[src/gemf_pkg.sv]
// Shared constants, types and helper functions for the grayscale erosion filter.
// Used by gemf_front, gemf_cell, grayscale_erosion_min_filter and the bench files; depends on nothing.
package gemf_pkg;

	localparam int MAX_WIDTH  = 1024;
	localparam int MAX_HEIGHT = 1024;
	localparam int MAX_PASSES = 4;

	localparam int PIX_W  = 8;
	localparam int DIM_W  = 11;
	localparam int PCNT_W = 3;
	localparam int IDX_W  = 2;

	localparam int COL_W  = $clog2(MAX_WIDTH);
	localparam int ROW_W  = $clog2(MAX_HEIGHT + 2);
	localparam int PASS_W = (MAX_PASSES > 1) ? $clog2(MAX_PASSES) : 1;

	localparam logic [PIX_W-1:0] PIX_MAX = {PIX_W{1'b1}};

	localparam logic FUNC_FLUSH = 1'b1;

	typedef enum logic [IDX_W-1:0] {
		REG_WIDTH  = 2'd0,
		REG_HEIGHT = 2'd1,
		REG_PASSES = 2'd2
	} gemf_reg_t;

	typedef struct packed {
		logic [DIM_W-1:0]  width;
		logic [DIM_W-1:0]  height;
		logic [PCNT_W-1:0] passes;
	} gemf_cfg_t;

	// One token per accepted item travels down the chain; carry marks a pixel.
	typedef struct packed {
		logic             valid;
		logic             carry;
		logic             last;
		logic [PIX_W-1:0] value;
	} gemf_tok_t;

	function automatic logic [DIM_W-1:0] clamp_dim(input logic [DIM_W-1:0] v,
			input logic [DIM_W-1:0] hi);
		logic [DIM_W-1:0] r;
		r = v;
		if (v < DIM_W'(2)) begin
			r = DIM_W'(2);
		end else if (v > hi) begin
			r = hi;
		end
		return r;
	endfunction

	function automatic logic [PCNT_W-1:0] clamp_passes(input logic [PCNT_W-1:0] v);
		logic [PCNT_W-1:0] r;
		r = v;
		if (v < PCNT_W'(1)) begin
			r = PCNT_W'(1);
		end else if (v > PCNT_W'(MAX_PASSES)) begin
			r = PCNT_W'(MAX_PASSES);
		end
		return r;
	endfunction

	function automatic logic [PIX_W-1:0] min3(input logic [PIX_W-1:0] a,
			input logic [PIX_W-1:0] b, input logic [PIX_W-1:0] c);
		logic [PIX_W-1:0] m;
		m = (a < b) ? a : b;
		return (c < m) ? c : m;
	endfunction

endpackage

[src/gemf_front.sv]
// Input stage of the erosion chain: frame position tracking, pixel dropping and
// counting of the drain items that empty the chain. Depends on gemf_pkg.
module gemf_front (
	input  logic                     clk,
	input  logic                     arst_n,
	input  logic                     en,
	input  logic                     restart,
	input  gemf_pkg::gemf_cfg_t      cfg,
	input  logic                     valid,
	input  logic                     func,
	input  logic [gemf_pkg::PIX_W-1:0] pixel,
	output gemf_pkg::gemf_tok_t      tok
);
	import gemf_pkg::*;

	logic [COL_W-1:0]  col_q;
	logic [ROW_W-1:0]  row_q;
	logic [DIM_W-1:0]  dcol_q;
	logic [PASS_W-1:0] dpass_q;
	gemf_tok_t         tok_q;

	logic take;
	logic full;
	logic carry;
	logic last_col;
	logic last_pass;

	assign take      = valid && en;
	assign full      = (row_q == ROW_W'(cfg.height));
	assign carry     = (func != FUNC_FLUSH) && !full;
	assign last_col  = (DIM_W'(col_q) == cfg.width - DIM_W'(1));
	assign last_pass = (PCNT_W'(dpass_q) == cfg.passes - PCNT_W'(1));
	assign tok       = tok_q;

	always_ff @(posedge clk or negedge arst_n) begin
		if (!arst_n) begin
			col_q   <= '0;
			row_q   <= '0;
			dcol_q  <= '0;
			dpass_q <= '0;
			tok_q   <= '0;
		end else begin
			if (restart) begin
				col_q   <= '0;
				row_q   <= '0;
				dcol_q  <= '0;
				dpass_q <= '0;
			end else if (take) begin
				if (!full) begin
					if (carry) begin
						if (last_col) begin
							col_q <= '0;
							row_q <= row_q + ROW_W'(1);
						end else begin
							col_q <= col_q + COL_W'(1);
						end
					end
				end else if (dcol_q == cfg.width) begin
					// Each pass needs one row plus one item to empty; the frame ends
					// once every pass has been emptied.
					dcol_q <= '0;
					if (last_pass) begin
						dpass_q <= '0;
						col_q   <= '0;
						row_q   <= '0;
					end else begin
						dpass_q <= dpass_q + PASS_W'(1);
					end
				end else begin
					dcol_q <= dcol_q + DIM_W'(1);
				end
			end
			if (en) begin
				tok_q.valid <= take;
				tok_q.carry <= take && carry;
				tok_q.last  <= 1'b0;
				tok_q.value <= pixel;
			end
		end
	end

endmodule

[config.mk]
export PLATFORM = sky130hd
export DESIGN_NAME = gemf_front
export DESIGN_NICKNAME = d
export VERILOG_FILES = /design/src/gemf_pkg.sv /design/src/gemf_front.sv
export SDC_FILE = /design/constraint.sdc
export NUM_CORES = 1
export LEC_CHECK = 0
export ABC_AREA = 0
export BUFFER_PORTS_ARGS = -buffer_cell sky130_fd_sc_hd__buf_2
export CORE_MARGIN = 8
export CORE_UTILIZATION = 25
export DETAILED_ROUTE_END_ITERATION = 10
export PLACE_DENSITY_LB_ADDON = 0.15
export SLEW_MARGIN = 10
export SYNTH_ARGS = -nofsm -noshare
export SYNTH_HDL_FRONTEND = slang
export SYNTH_SLANG_ARGS = --single-unit
[constraint.sdc]
create_clock -name clk -period 3.25 [get_ports clk]
set_clock_uncertainty 0.1 [all_clocks]
set_input_delay 0.1625 -clock clk [delete_from_list [all_inputs] [get_ports clk]]
set_output_delay 0.1625 -clock clk [all_outputs]
set_load 0.05 [all_outputs]
* After elaboration in Yosys (flattened, before gate mapping)
Cells that the tools add are included.
** Storage, ports and cells
- Bits in registers :: 44
- Latch bits :: 0
- Memory bits (writable) :: 0
- Bits in read-only memories :: 0
- Bits of input ports :: 39
- Memories :: 0
** Cells by class
- Add/sub/neg operators :: 6
- $mul :: 0
- Div/mod/pow operators :: 0
- Order comparisons :: 0
- Equality and inequality tests :: 6
- Shifts and indexed selects :: 0
- Mux-type cells :: 23
- Bitwise logic cells :: 1
- Reductions and logical operators :: 13
** Operators with widths (number)
- two-way mux 11 bit :: 11
- two-way mux 10 bit :: 7
- adder 11 x 1 -> 11 bit, second input constant :: 2
- equality test 11 bit :: 2
- equality test 10 x 11 -> 1 bit :: 1
- subtractor 11 x 1 -> 11 bit, second input constant :: 1
- adder 10 x 1 -> 10 bit, second input constant :: 1
- two-way mux 2 bit :: 5
- != test 3 x 2 -> 1 bit, second input constant :: 2
- nonzero test 2 bit :: 3
- nonzero test 3 bit :: 2
- AND reduction 5 bit :: 1
- AND reduction 4 bit :: 1
- equality test 2 x 3 -> 1 bit :: 1
- logical AND 1 bit :: 3
- AND reduction 3 bit :: 1
- subtractor 3 x 1 -> 3 bit, second input constant :: 1
- adder 2 x 1 -> 2 bit, second input constant :: 1
- AND reduction 2 bit :: 1
- zero test 1 bit :: 1
- inverter 1 bit :: 1

* Logic depth before layout (Yosys ltp)
- Depth after elaboration :: 7
- Mapped depth :: 12

* Least setup slack after synthesis
Ideal clock, no wire load.
- Path type :: in2reg
- Start :: input port cfg[14] in the netlist's numbering
- End :: register row_q[9]
- Library setup time :: 0.136 ns
- Data arrival time :: 2.355 ns
- Slack :: 0.658 ns
- Stages on the path :: 12
- Path through :: buf_2 > inv_1 > ha_1 > buf_2 > o21ba_1 > a221oi_1 > a41oi_1 > nor4_2 > a41oi_4 > buf_2 > o41ai_1 > a21oi_1
** Between the ends
- Longest elaborated chain between the ends :: 4
** RTL lines
- start: declaration :: RTL line gemf_front.sv:8 : input gemf_pkg::gemf_cfg_t cfg,
- subtractor 11 x 1 -> 11 bit :: RTL line gemf_front.sv:31 : assign last_col = (DIM_W'(col_q) == cfg.width - DIM_W'(1));
- equality test 10 x 11 -> 1 bit :: RTL line gemf_front.sv:31
- nonzero test 3 bit (no line)
- AND reduction 5 bit (no line) (*)
- end signal: assignment :: RTL line gemf_front.sv:53 : row_q <= row_q + ROW_W'(1);
- end: declaration :: RTL line gemf_front.sv:17 : logic [ROW_W-1:0] row_q;
Every way passes the cells marked *; elsewhere a longest branch is shown, timed or not.
A chain may end at the register's enable or synchronous reset.

* Worst setup path after layout
Same ends and word-level chain as after synthesis.

==> summary.txt <==
Timing
  – Relative slew slack: 30.6%
  – Fmax: 0.358 GHz
  – Final hold slack: -0.0385 ns
  – Min setup slack post-route: 0.455 ns
  – Number of setup violations in the final report: 0
  – Final period util: 86.0%
  – Max Slew Vio Count: 0
  – Fin Setup TNS: 0 ns
  – Final hold vios: 44
  – Unrepaired setup endpoints after global routing: no
  – Worst Tran Pin Value: 1.04 ns
  – Min Tclk post-route: 2.79 ns

Layout
  – Share of cells above drive strength 1: 22.9%
  – Area Overhead vs Synth: 19.1%
  – Most frequent cells in the layout: buf_2 (48), dfrtp_1 (44), xor2_1 (31), nor2_1 (26), nand2_1 (18)
  – Fin cells: 518
  – Nets: 414
  – Commonest non-fill, non-tap cell in the layout: buf_2
  – FF+latch area: 1100 sq um
  – Multi-input gate area: 1790 sq um
  – Layout fillers: 1295
  – ANT cells: 0

Run
  – Max Cap Viol: 0

Power
  – Pwr Density: 390 nW/um^2
  – Leak: 1.57 nW
  – Pwr Total: 1.40 mW
  – VDD IR max: 0.000271 V

Logic synthesis
  – Largest family of logic cells by synthesized area: simple AND/OR/NAND/NOR gates
  – Yosys warns: 0
  – Synth Area in Simple Gates: 22.6%
  – Post-synth EDFFs: 0
  – Syn nets: 366
  – Ys async rst share: 100%
  – Post-Syn Instances: 322
  – Mean Syn Cell Area: 9.38 sq um
  – Xor/xnor share of the synthesized area: 13.3%
  – Synth Area in Compound Gates: 17.3%
  – Top_reg_cell synth: dfrtp_1
  – Seq/Total Area, Yosys: 36.5%
  – Number of synthesized register bits: 44
  – Mapped Area: 3020 sq um
  – Multiplexer share of the synthesized area: 3.73%
  – Adder-Cell Fraction of Synth Area: 2.07%
  – Netlist cell types: 60

Place
  – Port buffer count: 48
  – Pre-CTS WS: 0.162 ns
  – GPL Wtd Cong: 0.758
  – Post-DP HPWL: 5820 um
  – Dpl cells: 503

Critical path
  – Crit path capture type: flop
  – Reg-to-reg slack, setup: 0.49 ns
  – Cell depth of the worst flop-to-flop path: 7
  – Worst Path Arrival: 2.90 ns
  – Crit-path max FO: 20
  – WP data required: 3.36 ns
  – Setup Crit Path Kind: in -> reg
  – R2r endpoint: row_q[9]
  – Reg2Reg Launch Point: col_q[2]
  – Startpoint types: primary input

Clock network
  – Max H-tree Level: 2
  – Root Buffer: clkbuf_16
  – Cts bufs inserted: 5
  – Setup Fix Bufs, Post-CTS: 0
  – Worst-Skew Late Latency: 0.29 ns
  – Sink Count: 44
  – CTS Buffer Depth: 2
  – CTS tree: yes
  – Clock Pin Slew Worst Setup and Hold Paths: 0.07 ns

Route
  – Final ANT Viol Nets: 0
  – Drt drc: 0
  – Vias after detailed routing: 2554
  – Routed WL: 7860 um
  – Initial detailed-routing violation count: 112
  – Wirelength per Cell: 15.2 um
  – Pre-Repair DR Iteration Count: 4
  – Vias per cell: 4.93

Outcome
  – Failing checks: hold timing
  – Outcome: complete, but fails checks

GRT
  – Total gr overflow: 0
  – First-pass GRT wire length: 13300 um
  – Vias in the first global route: 2639
  – Initial antenna violation count: 0
  – Global-route usage over all layers: 10.1%
  – Largest net degree at the start of global routing: 45

Die
  – Die Wd: 126 um
  – Initial core utilization: 25.3%
  – Core area: 11900 sq um
  – Die H: 126 um
  – # IOs: 50
  – Die Area: 15800 sq um
  – Row cnt: 40

Worst hold path
  – Worst Hold Class: in -> async
report_power, final:
part | internal [mW] | total [mW] | leakage, nW | switching [mW]
logic | 0.105 | 0.273 | 0.917 | 0.168
registers | 0.575 | 0.608 | 0.586 | 0.0326
clock network | 0.291 | 0.523 | 0.0708 | 0.232
cell families (layout without fill, tap and decap cells):
| kind of cell | Yosys count | in the layout |
|---|---|---|
| AOI/OAI and AO/OA | 67 | 67 |
| other | 1 | 1 |
| adders and majority gates | 5 | 5 |
| xor gates and xnor gates | 46 | 46 |
| DFF | 44 | 44 |
| muxes | 10 | 10 |
| and+or+nand+nor | 121 | 121 |
| buffers and inverters | 28 | 77 |
state kept, by name, summed over array words and instances, names as in the netlist:
register	count
dcol_q	11
row_q	11
col_q	10
tok	10
dpass_q	2
synthesized netlist by cell type, types with 3 or more instances:
cell / n / share of area, %
a21o_1: 7 / 1.7
a21oi_1: 10 / 1.7
a22o_1: 8 / 2.3
and3_1: 5 / 1.0
buf_2: 5 / 0.83
clkbuf_1: 8 / 0.99
dfrtp_1: 44 / 36
ha_1: 5 / 2.1
inv_1: 11 / 1.4
mux2_2: 10 / 3.7
nand2_1: 18 / 2.2
nand3_1: 16 / 2.7
nand4_1: 5 / 1.0
nor2_1: 26 / 3.2
nor3_1: 8 / 1.3
nor4_1: 4 / 0.83
nor4b_1: 3 / 0.87
o21ai_0: 8 / 1.3
o21ai_1: 4 / 0.66
o31ai_1: 9 / 2.2
o41ai_1: 3 / 0.87
or3_1: 4 / 0.83
or4_1: 6 / 1.5
xnor2_1: 15 / 4.4
xor2_1: 31 / 9.0
critical path: stages:
cell and delay, ns:
buf_2 0.16, inv_1 0.07, ha_1 0.41, o21ai_1 0.23, or3_1 0.39, a311oi_1 0.28, a311o_2 0.19, a41oi_4 0.29
or4b_1 0.56, a21oi_1 0.15
worst max-delay path by stage:
stage          slack, ns    start   endpoint
2_1_floorplan       0.66  cfg[14]   row_q[9]
3_3_place_gp        0.26  cfg[14]   row_q[4]
3_5_place_dp        0.16  cfg[14]  row_q[10]
4_1_cts             0.44  cfg[14]   row_q[9]
5_1_grt             0.20  cfg[14]   row_q[5]
6_report            0.46  cfg[14]   row_q[9]
routing by layer:
layer	routed length, um	global-route usage, %
met5	0	0
met4	37	2.34
met3	325	2.24
met2	3570	16.2
met1	3930	13.4
repair_timing:
item / CTS / global route
hold buffers: 7 / 0
endpoints found under the hold margin: 7 / 0
gates resized for setup: 0 / 0
area by class of cell:
type                    instances  area share, %
clock buffers                   5           3.48
clock inverters                 3          0.696
multi-input cells             250           49.7
repair buffers                 58           9.25
inverters                      11           1.15
well taps                     147           5.11
flip-flops and latches         44           30.6
per-stage QoR:
stage / instance area (sq um) / util [%]
after detailed placement: 3380 / 28.4
after global placement: 3380 / 28.4
after CTS: 3600 / 30.2
after floorplan: 3020 / -
after global routing: 3600 / 30.2
final: 3600 / 30.2
(Power assumes the default switching activity.)
